File: config.mk
export PLATFORM = sky130hd
export DESIGN_NAME = cpu8_alu_bcd_rmw_core
export DESIGN_NICKNAME = d
export VERILOG_FILES = /design/src/c8alu_pkg.sv /design/src/c8alu_bcd.sv /design/src/c8alu_exec.sv /design/src/cpu8_alu_bcd_rmw_core.sv
export SDC_FILE = /design/constraint.sdc
export NUM_CORES = 1
export LEC_CHECK = 0
export ABC_AREA = 0
export BUFFER_PORTS_ARGS = -buffer_cell sky130_fd_sc_hd__buf_2
export CAP_MARGIN = 30
export CORE_MARGIN = 2
export CORE_UTILIZATION = 35
export DETAILED_ROUTE_END_ITERATION = 10
export PLACE_DENSITY = 0.63
export SYNTH_ARGS = -nofsm -noshare
export SYNTH_HDL_FRONTEND = slang
export SYNTH_SLANG_ARGS = --single-unit
File: constraint.sdc
create_clock -name clk_i -period 4.06 [get_ports clk_i]
set_input_delay 1.218 -clock clk_i [delete_from_list [all_inputs] [get_ports clk_i]]
set_output_delay 1.218 -clock clk_i [all_outputs]
set_load 0.005 [all_outputs]
File: src/c8alu_pkg.sv
// Shared types and constants of the 8-bit CPU ALU with decimal mode.
// Used by c8alu_bcd, c8alu_exec and the top level cpu8_alu_bcd_rmw_core.
package c8alu_pkg;

  typedef enum logic [3:0] {
    MODE_ADC = 4'd0,
    MODE_SBC = 4'd1,
    MODE_ASL = 4'd2,
    MODE_LSR = 4'd3,
    MODE_ROL = 4'd4,
    MODE_ROR = 4'd5,
    MODE_INC = 4'd6,
    MODE_DEC = 4'd7,
    MODE_RMB = 4'd8,
    MODE_SMB = 4'd9,
    MODE_TRB = 4'd10,
    MODE_TSB = 4'd11,
    MODE_BBR = 4'd12,
    MODE_BBS = 4'd13
  } alu_mode_e;

  // Bit positions in the flag update mask.
  localparam int unsigned FLAG_C = 0;
  localparam int unsigned FLAG_Z = 1;
  localparam int unsigned FLAG_V = 2;
  localparam int unsigned FLAG_N = 3;

  localparam logic [3:0] MASK_NONE = 4'b0000;
  localparam logic [3:0] MASK_Z    = 4'b0010;
  localparam logic [3:0] MASK_ZN   = 4'b1010;
  localparam logic [3:0] MASK_CZN  = 4'b1011;
  localparam logic [3:0] MASK_ALL  = 4'b1111;

  // Decimal digit limit and adjustment.
  localparam logic [4:0] BCD_MAX_DIGIT = 5'd9;
  localparam logic [4:0] BCD_ADJ       = 5'd6;

  typedef struct packed {
    logic [3:0] mode;
    logic [7:0] acc;
    logic [7:0] operand;
    logic       carry_in;
    logic       decimal;
    logic [2:0] bit_index;
  } alu_op_t;

  typedef struct packed {
    logic [7:0] result;
    logic       carry;
    logic       overflow;
  } bcd_res_t;

  typedef struct packed {
    logic [7:0] result;
    logic       carry_out;
    logic       zero_out;
    logic       overflow_out;
    logic       negative_out;
    logic [3:0] flag_update;
    logic       branch_taken;
  } alu_res_t;

endpackage

File: src/c8alu_bcd.sv
// Decimal (BCD) add and subtract with carry and overflow.
// Depends on c8alu_pkg for the result struct and digit constants.
module c8alu_bcd
  import c8alu_pkg::*;
(
  input  logic [7:0] acc_i,
  input  logic [7:0] operand_i,
  input  logic       carry_in_i,
  output bcd_res_t   add_o,
  output bcd_res_t   sub_o
);

  logic [4:0] add_lo;
  logic [4:0] add_lo_fix;
  logic       add_hc;
  logic [4:0] add_hi;
  logic [4:0] add_hi_fix;

  logic       borrow;
  logic [7:0] sub_bin;
  logic [4:0] sub_lo;
  logic [3:0] sub_lo_fix;
  logic       sub_hb;
  logic [4:0] sub_hi;
  logic [3:0] sub_hi_fix;

  always_comb begin
    add_lo = {1'b0, acc_i[3:0]} + {1'b0, operand_i[3:0]} + {4'd0, carry_in_i};
    add_hc = (add_lo > BCD_MAX_DIGIT);
    add_lo_fix = add_hc ? ((add_lo + BCD_ADJ) & 5'h0F) : add_lo;
    add_hi = {1'b0, acc_i[7:4]} + {1'b0, operand_i[7:4]} + {4'd0, add_hc};
    // Overflow is judged on the high digit before its correction.
    add_o.overflow = (add_hi[3] ^ acc_i[7]) & ~(acc_i[7] ^ operand_i[7]);
    add_o.carry    = (add_hi > BCD_MAX_DIGIT);
    add_hi_fix     = add_o.carry ? (add_hi + BCD_ADJ) : add_hi;
    add_o.result   = {add_hi_fix[3:0], add_lo_fix[3:0]};
  end

  always_comb begin
    borrow  = ~carry_in_i;
    sub_bin = acc_i - operand_i - {7'd0, borrow};
    // Bit 4 of a digit difference is set exactly when the digit went negative.
    sub_lo  = {1'b0, acc_i[3:0]} - {1'b0, operand_i[3:0]} - {4'd0, borrow};
    sub_hb  = sub_lo[4];
    sub_lo_fix = sub_hb ? (sub_lo[3:0] - BCD_ADJ[3:0]) : sub_lo[3:0];
    sub_hi  = {1'b0, acc_i[7:4]} - {1'b0, operand_i[7:4]} - {4'd0, sub_hb};
    sub_hi_fix = sub_hi[4] ? (sub_hi[3:0] - BCD_ADJ[3:0]) : sub_hi[3:0];
    sub_o.carry    = ~sub_hi[4];
    sub_o.overflow = (operand_i[7] ^ acc_i[7]) & ~(sub_bin[7] ^ operand_i[7]);
    sub_o.result   = {sub_hi_fix, sub_lo_fix};
  end

endmodule

File: src/c8alu_exec.sv
// Operation decode and result/flag selection for one ALU item.
// Depends on c8alu_pkg and instantiates c8alu_bcd for decimal ADC/SBC.
module c8alu_exec
  import c8alu_pkg::*;
(
  input  alu_op_t  op_i,
  output alu_res_t res_o
);

  bcd_res_t   bcd_add;
  bcd_res_t   bcd_sub;
  logic [7:0] bit_mask;
  logic [7:0] add_rhs;
  logic [8:0] bin_sum;
  logic       bin_ovf;
  logic [7:0] res;
  logic       cf;
  logic       zf;
  logic       vf;
  logic [3:0] mask;
  logic       br;
  logic       z_from_and;

  c8alu_bcd u_bcd (
    .acc_i      (op_i.acc),
    .operand_i  (op_i.operand),
    .carry_in_i (op_i.carry_in),
    .add_o      (bcd_add),
    .sub_o      (bcd_sub)
  );

  // Binary SBC is ADC of the inverted operand.
  assign add_rhs  = (alu_mode_e'(op_i.mode) == MODE_SBC) ? ~op_i.operand : op_i.operand;
  assign bin_sum  = {1'b0, op_i.acc} + {1'b0, add_rhs} + {8'd0, op_i.carry_in};
  assign bin_ovf  = ~(op_i.acc[7] ^ add_rhs[7]) & (op_i.acc[7] ^ bin_sum[7]);
  assign bit_mask = 8'b1 << op_i.bit_index;

  always_comb begin
    res        = op_i.operand;
    cf         = 1'b0;
    zf         = 1'b0;
    vf         = 1'b0;
    mask       = MASK_NONE;
    br         = 1'b0;
    z_from_and = 1'b0;
    case (alu_mode_e'(op_i.mode))
      MODE_ADC: begin
        mask = MASK_ALL;
        if (op_i.decimal) begin
          res = bcd_add.result;
          cf  = bcd_add.carry;
          vf  = bcd_add.overflow;
        end else begin
          res = bin_sum[7:0];
          cf  = bin_sum[8];
          vf  = bin_ovf;
        end
      end
      MODE_SBC: begin
        mask = MASK_ALL;
        if (op_i.decimal) begin
          res = bcd_sub.result;
          cf  = bcd_sub.carry;
          vf  = bcd_sub.overflow;
        end else begin
          res = bin_sum[7:0];
          cf  = bin_sum[8];
          vf  = bin_ovf;
        end
      end
      MODE_ASL: begin
        mask = MASK_CZN;
        cf   = op_i.operand[7];
        res  = {op_i.operand[6:0], 1'b0};
      end
      MODE_LSR: begin
        mask = MASK_CZN;
        cf   = op_i.operand[0];
        res  = {1'b0, op_i.operand[7:1]};
      end
      MODE_ROL: begin
        mask = MASK_CZN;
        cf   = op_i.operand[7];
        res  = {op_i.operand[6:0], op_i.carry_in};
      end
      MODE_ROR: begin
        mask = MASK_CZN;
        cf   = op_i.operand[0];
        res  = {op_i.carry_in, op_i.operand[7:1]};
      end
      MODE_INC: begin
        mask = MASK_ZN;
        res  = op_i.operand + 8'd1;
      end
      MODE_DEC: begin
        mask = MASK_ZN;
        res  = op_i.operand - 8'd1;
      end
      MODE_RMB: res = op_i.operand & ~bit_mask;
      MODE_SMB: res = op_i.operand | bit_mask;
      MODE_TRB: begin
        mask       = MASK_Z;
        z_from_and = 1'b1;
        res        = op_i.operand & ~op_i.acc;
      end
      MODE_TSB: begin
        mask       = MASK_Z;
        z_from_and = 1'b1;
        res        = op_i.operand | op_i.acc;
      end
      MODE_BBR: br = ((op_i.operand & bit_mask) == 8'd0);
      MODE_BBS: br = ((op_i.operand & bit_mask) != 8'd0);
      default: ;
    endcase

    // TRB and TSB test A AND memory rather than the written byte.
    if (z_from_and) begin
      zf = ((op_i.acc & op_i.operand) == 8'd0);
    end else begin
      zf = (res == 8'd0);
    end

    res_o.result       = res;
    res_o.carry_out    = cf & mask[FLAG_C];
    res_o.zero_out     = zf & mask[FLAG_Z];
    res_o.overflow_out = vf & mask[FLAG_V];
    res_o.negative_out = res[7] & mask[FLAG_N];
    res_o.flag_update  = mask;
    res_o.branch_taken = br;
  end

endmodule

File: src/cpu8_alu_bcd_rmw_core.sv
// Top level of the 8-bit CPU ALU: input register, ALU logic, result register.
// Depends on c8alu_pkg and instantiates c8alu_exec.

// An item accepted at a clock edge is held in the input register, computed by the
// ALU logic and presented on the output from the result register, where it can be
// taken. One item can be accepted in every cycle for as long as results are taken.
// The block is a two-stage pipeline: the input register holds the operation,
// the ALU logic works on it combinationally, and the result register holds the
// answer until it is taken. in_stall_o rises only when both stages are full
// and out_stall_i is high, so a waiting result does not block the next item.
// There is no state beyond the pipeline and no reset sequence.
module cpu8_alu_bcd_rmw_core
  import c8alu_pkg::*;
(
  input  logic       clk_i,
  input  logic       rst_ni,
  input  logic       in_valid_i,
  output logic       in_stall_o,
  input  logic [3:0] mode_i,
  input  logic [7:0] acc_i,
  input  logic [7:0] operand_i,
  input  logic       carry_in_i,
  input  logic       decimal_i,
  input  logic [2:0] bit_index_i,
  output logic       out_valid_o,
  input  logic       out_stall_i,
  output logic [7:0] result_o,
  output logic       carry_out_o,
  output logic       zero_out_o,
  output logic       overflow_out_o,
  output logic       negative_out_o,
  output logic [3:0] flag_update_o,
  output logic       branch_taken_o
);

  logic     op_valid_q;
  alu_op_t  op_q;
  logic     res_valid_q;
  alu_res_t res_q;
  alu_res_t res_d;
  logic     res_load;
  logic     op_load;

  c8alu_exec u_exec (
    .op_i  (op_q),
    .res_o (res_d)
  );

  // The result register takes a new item when it is empty or being drained.
  assign res_load   = ~res_valid_q | ~out_stall_i;
  assign in_stall_o = op_valid_q & ~res_load;
  assign op_load    = in_valid_i & ~in_stall_o;

  always_ff @(posedge clk_i or negedge rst_ni) begin
    if (!rst_ni) begin
      op_valid_q  <= 1'b0;
      res_valid_q <= 1'b0;
    end else begin
      if (res_load) begin
        res_valid_q <= op_valid_q;
      end
      if (op_load) begin
        op_valid_q <= 1'b1;
      end else if (res_load) begin
        op_valid_q <= 1'b0;
      end
    end
  end

  always_ff @(posedge clk_i) begin
    if (op_load) begin
      op_q.mode      <= mode_i;
      op_q.acc       <= acc_i;
      op_q.operand   <= operand_i;
      op_q.carry_in  <= carry_in_i;
      op_q.decimal   <= decimal_i;
      op_q.bit_index <= bit_index_i;
    end
    if (res_load && op_valid_q) begin
      res_q <= res_d;
    end
  end

  assign out_valid_o    = res_valid_q;
  assign result_o       = res_q.result;
  assign carry_out_o    = res_q.carry_out;
  assign zero_out_o     = res_q.zero_out;
  assign overflow_out_o = res_q.overflow_out;
  assign negative_out_o = res_q.negative_out;
  assign flag_update_o  = res_q.flag_update;
  assign branch_taken_o = res_q.branch_taken;

`ifndef SYNTHESIS
  a_stall_only_when_full: assert property (@(posedge clk_i) disable iff (!rst_ni)
    in_stall_o |-> (op_valid_q && out_valid_o && out_stall_i))
    else $error("input stalled while the pipeline had room");

  a_result_kept: assert property (@(posedge clk_i) disable iff (!rst_ni)
    (out_valid_o && out_stall_i) |=> out_valid_o)
    else $error("a waiting result was dropped");

  a_item_advances: assert property (@(posedge clk_i) disable iff (!rst_ni)
    (op_valid_q && !in_stall_o) |=> out_valid_o)
    else $error("an item in the input register did not reach the output");

  a_flags_masked: assert property (@(posedge clk_i) disable iff (!rst_ni)
    out_valid_o |-> (!(carry_out_o && !flag_update_o[FLAG_C])
                  && !(zero_out_o && !flag_update_o[FLAG_Z])
                  && !(overflow_out_o && !flag_update_o[FLAG_V])
                  && !(negative_out_o && !flag_update_o[FLAG_N])))
    else $error("a flag value is set but not in the update mask");

  a_branch_no_flags: assert property (@(posedge clk_i) disable iff (!rst_ni)
    (out_valid_o && branch_taken_o) |-> (flag_update_o == MASK_NONE))
    else $error("branch bit set by an operation that writes flags");
`endif

endmodule

# --- Word level (Yosys, flattened, before mapping) ---
# Cells that the tools add are included.
word_totals:
  out_inout_bits: 19
  reg_bits: 44
op_classes:
  mux: 20
  bitwise_logic: 33
  n_eq_ne: 13
  n_shift: 1
  n_addsub: 18
  n_lt_le_gt_ge: 2
  n_reduce_logical: 13
op_table:
  columns: ["cell", "count"]
  rows:
  - ["$pmux W8 S12", 1]
  - ["$and A8 B8 Y8", 4]
  - ["$eq A4 B4 Y1 const B", 6]
  - ["$logic_not A8 Y1", 3]
  - ["$mux W8", 3]
  - ["$not A8 Y8", 3]
  - ["$eq A4 B3 Y1 const B", 4]
  - ["$mux W4", 4]
  - ["$or A8 B8 Y8", 2]
  - ["$pmux W4 S4", 1]
  - ["$add A4 B4 Y5", 2]
  - ["$add A5 B1 Y5", 2]
  - ["$gt A5 B4 Y1 const B", 2]
  - ["$reduce_or A2 Y1", 5]
  - ["$sub A4 B4 Y5", 2]
  - ["$sub A5 B1 Y5", 2]
  - ["$add A8 B8 Y9", 1]
  - ["$add A9 B1 Y9", 1]
  - ["$and A1 B1 Y1", 9]
  - ["$not A1 Y1", 9]
  - ["$add A4 B3 Y4 const B", 2]
  - ["$add A8 B1 Y8 const B", 1]
  - ["$eq A4 B2 Y1 const B", 2]
  - ["$mux W1", 8]
  - ["other kinds (15)", 21]

# --- Logic depth before layout (Yosys ltp) ---
depth:
  word_depth: 11
  depth_mapped: 19
  depth_no_buf: 18

# --- By module ---
# Synthesis repeated with hierarchy kept, for this count alone.
hier_totals:
  hier_cells: 478
  area_unflattened_um2: 4486.8
modules_own_cells:
  columns: ["mod", "cells_per_inst", "seq_area_each_um2", "instances", "area_per_inst_um2"]
  rows:
  - ["c8alu_exec", 278, 0.0, 1, 1940.6]
  - ["cpu8_alu_bcd_rmw_core", 50, 1311.3, 1, 1353.8]
  - ["c8alu_bcd", 150, 0.0, 1, 1192.4]

# --- Worst setup path after synthesis ---
# OpenSTA, ideal clock, no wires.
synth_timing:
  path_type: "register -> register"
  from: "reg op_q[5] (netlist name)"
  to: "reg res_q (netlist bit zero_out_o), data pin"
  arrival_ns: 4.325
  stages_incl_launch_ff: 19
  path_slack_ns: -0.445
  setup_ns: 0.180
  path_buffers: 1
  required_ns: 3.880
  cell_sequence: "edfxtp_1 > buf_6 > inv_1 > fa_1 > inv_1 > fa_1 > or2_2 > a21boi_0 > fa_1 > inv_1 > fa_1 > xor2_1 > ha_1 > and2_1 > o31ai_4 > xnor2_1 > a311oi_1 > nor2_1 > o41ai_2"
synth_rtl:
  columns: ["item", "line", "source"]
  rows:
  - ["from (decl)", "cpu8_alu_bcd_rmw_core.sv:37", "alu_op_t op_q;"]
  - ["to (signal assigned)", "cpu8_alu_bcd_rmw_core.sv:80", "res_q <= res_d;"]
  - ["to (decl)", "cpu8_alu_bcd_rmw_core.sv:39", "alu_res_t res_q;"]

==> summary.md <==
| Metric | Value |
|---|---|
| Status | complete, but fails checks |
| Failing checks | setup timing |
| CORE AREA | between 10000 and 15000 sq um |
| Post-synth EDFFs | 42 |
| Final worst path period need | around 4.2 ns |
| # IOs | 48 |
| Antenna-violating nets left | 0 |
| Router iterations before antenna repair | 5 |
| Multi-input logic area | about 3000 sq um |
| First-pass GRT wire length | between 20 and 25 mm |
| Share of layout cells above drive strength 1 | between 30% and 40% |
| Rel. slew slack | 47.28% |
| Hold Path Depth | 1 |
| Area Growth Syn to Fin | 26.10% |
| IO buf count | 47 |
| RR Endpoint | zero_out_o |
| Routed Wire Length | between 10 and 15 mm |
| Synth async-reset ratio | under 10% |
| Root Buffer | clkbuf_16 |
| Largest net degree at the start of global routing | 28 |
| Power per standard cell area | 326.9 nW/um^2 |
| Layout Nets | around 640 |
| Worst-Skew Late Latency | 0.30 ns |
| Slew @ Worst Pin | approximately 0.78 ns |
| Crit path DAT | 4.36 ns |
| CP endpoint kind | register |
| Setup TNS | -0.3742 ns |
| Site Rows | 40 |
| Fill count | around 1.2k |
| Total track usage | 19.64% |
| Mux share of post-synthesis cell area | 4.582% |
| CTS tree | done |
| Total gr overflow | 0 |
| Post-layout util | between 40% and 50% |
| Drt via density | 5.380 |
| Placed instance count | 708 |
| Non-filler cells, final | 729 |
| Adder-Cell Fraction of Synth Area | ~17% |
| Combinational family with the most area after synthesis | compound AO/OA/AOI/OAI gates |
| Gpl congestion | about 0.95 |
| Leakage | around 2.4 nW |
| CP Data Required Time | between 4 and 5 ns |
| RSZ-0062 raised after global routing | true |
| Iteration-0 DRC Markers | between 300 and 400 |
| Final Hold Fails | 0 |
| Post-DP HPWL | about 10 mm |
| Setup violations, final | 4 |
| FF-to-FF setup slack | -0.18 ns |
| Remaining DRCs | 0 |
| Post-route cell area | 5544 sq um |
| R2R depth | 18 |
| Simple-Gate Fraction of Synth Area | between 15 and 20% |
| Total CTS buffers | 5 |
| Final Max Slew Viols | 0 |
| Initial Util | a little over a third |
| Clock slew at reported path FFs | 0.06 ns |
| Syn_nets | ~540 |
| Seq cells post-synth | 44 |
| Worst hold start | op_valid_q |
| CTS Buffer Depth | 2 |
| Fmax | roughly 240 MHz |
| Post-synthesis compound-gate area fraction | 19.44% |
| Fin crit share | 104.4% |
| Htree depth | 2 |
| Setup CP Type | register to register |
| Final Hold Slack | around 0.49 ns |
| YS warnings | 0 |
| Cell count after synthesis | between 400 and 500 |
| Setup crit start kind | register |
| Register area | between 1000 and 1500 sq um |
| Setup ws final | -0.1790 ns |
| Hold Path Class | register to register |
| DP Area | between 5000 and 6000 sq um |
| Max cap viols | 0 |
| Initial antenna violation count | 0 |
| CTS sink count | between 40 and 50 |
| Fin Clk Skew | 0.007660 ns |
| Routed wire length per instance | 17.31 microns |
| Count of cell types in the netlist | 72 |
| VDD IR-drop max | between 0.15 and 0.2 mV |
| WHS Endpoint | out_valid_o |
| Die width | 116.1 microns |
| Synth Area in XOR/XNOR | around 8.1% |
| Hold Buf Count CTS | 0 |
| Sequential share of the synthesized area | 29.82% |
| ANT cells | 0 |
| Die Y | roughly 120 microns |
| Mapped Avg Cell Area | between 9 and 10 sq um |
| Predominant post-synthesis flop cell | edfxtp_1 |
| Vias in the first global route | just under 4k |
| Via Count | between 3k and 4k |
| Crit-path max FO | 3 |
| Cell Area, Synth | 4397 sq um |
| Overall power | 1.813 mW |
| Post-Place Setup Slack | -0.3289 ns |
| Die area | between 10000 and 15000 sq um |
| Worst r2r src | op_q[4] |
-- placed cells by master, fill, tap and decap left out, types with 3 or more instances in the layout --
cell type / Yosys / routed
or4_1: 4 / 3
a311oi_1: 3 / 3
and2_1: 8 / 7
a31oi_1: 7 / 7
o21ai_0: 20 / 19
inv_2: 4 / 12
ha_4: 0 / 3
a21oi_1: 25 / 24
nor2_1: 33 / 33
ha_1: 42 / 39
fa_1: 11 / 5
nor3_1: 14 / 14
nand3b_1: 4 / 4
a22oi_1: 3 / 3
buf_2: 8 / 47
a32oi_1: 3 / 3
a221o_1: 3 / 3
inv_1: 35 / 27
nand2b_1: 5 / 4
fa_2: 0 / 6
o2111ai_1: 3 / 3
o22ai_1: 6 / 5
nand2_1: 18 / 17
mux2i_1: 19 / 19
edfxtp_1: 42 / 42
buf_4: 3 / 64
xnor2_1: 20 / 19
nand3_1: 12 / 12
a211oi_1: 6 / 5
o21a_1: 4 / 4
xor2_1: 16 / 15
nor2b_1: 9 / 9
or3_1: 6 / 6
clkbuf_16: 0 / 5
-- worst max-delay path by stage --
stage                        start          to  depth (start not counted)
after detailed placement   op_q[4]  zero_out_o                         18
after global placement    op_q[13]  zero_out_o                         18
after floorplan            op_q[5]  zero_out_o                         18
after global routing       op_q[6]  zero_out_o                         18
after CTS                  op_q[5]  zero_out_o                         18
final                      op_q[4]  zero_out_o                         18
-- worst max-delay path, stage by stage (launching register included) --
cell	delay (ns)
edfxtp_1	0.36
inv_2	0.06
buf_6	0.12
fa_2	0.40
inv_2	0.07
fa_2	0.44
or2_4	0.26
a21boi_4	0.17
fa_2	0.24
inv_2	0.04
fa_2	0.53
inv_2	0.05
ha_4	0.15
and2_4	0.14
o31ai_4	0.25
mux2i_1	0.13
o211ai_1	0.18
nand2_1	0.12
o41ai_2	0.33
-- logic make-up (layout without fill, tap and decap cells) --
kind of cell	count (synthesis)	in the layout
muxes	20	20
adders and majority gates	53	53
AOI/OAI and AO/OA	118	118
DFF	44	44
and+or+nand+nor	127	127
xor gates and xnor gates	38	38
buffers and inverters	59	161
-- synthesized netlist by cell type (3+ instances only) --
master	number	share of area [%]
o2111ai_1	3	0.60
nor2b_1	9	1.3
buf_4	3	0.51
xor2_1	16	3.2
a311oi_1	3	0.60
a31oi_1	7	1.0
nor2_1	33	2.8
and2_1	8	1.1
nand3b_1	4	0.68
inv_1	35	3.0
nand2_1	18	1.5
nand2b_1	5	0.71
nor3_1	14	1.6
o22ai_1	6	0.85
a22oi_1	3	0.51
a21boi_0	3	0.51
o21a_1	4	0.68
clkbuf_1	5	0.43
ha_1	42	12
edfxtp_1	42	29
xnor2_1	20	4.0
a32oi_1	3	0.60
nor3b_2	3	0.85
o21ai_0	20	2.3
mux2i_1	19	4.3
a221oi_1	3	0.60
buf_2	8	0.91
inv_2	4	0.34
or4_1	4	0.68
nand3_1	12	1.4
a21oi_1	25	2.8
or2_2	3	0.43
or3_1	6	0.85
a221o_1	3	0.68
a211oi_1	6	1.0
fa_1	11	5.0
-- report_power, final --
| group | switching, mW | internal [mW] |
|---|---|---|
| Clock | 0.182 | 0.227 |
| Sequential | 0.0279 | 0.544 |
| Combinational | 0.433 | 0.398 |
| Total | 0.643 | 1.17 |
-- layout make-up --
type                            count  area share, %
Multi-Input combinational cell    356          53.96
Tap cell                          168          3.791
Inverter                           40          2.708
Clock buffer                        5          2.257
Clock inverter                      3         0.3160
Sequential cell                    44          23.65
Timing Repair Buffer              113          13.32
-- state kept, by name, indices dropped and copies added, names as in the netlist --
register        flops
op_valid_q          1
result_o            8
negative_out_o      1
overflow_out_o      1
carry_out_o         1
branch_taken_o      1
out_valid_o         1
zero_out_o          1
op_q               25
flag_update_o       4
-- repair_timing --
item / 4_1_cts / 5_1_grt
resized for setup: 20 / 6
buffers inserted: 8 / 5
setup endpoints to repair: 6 / 6
pin swaps: 21 / 15
-- metal layers --
layer  vias to the layer above  track usage, %  routed length [microns]
met5                         -               0                        0
met4                         0           6.429                      276
met1                      1850           24.89                     5462
met2                       152           33.02                     6031
met3                        29           4.759                      845
li1                       1891               -                        -
Note: power is estimated with default switching activity, not from simulation.
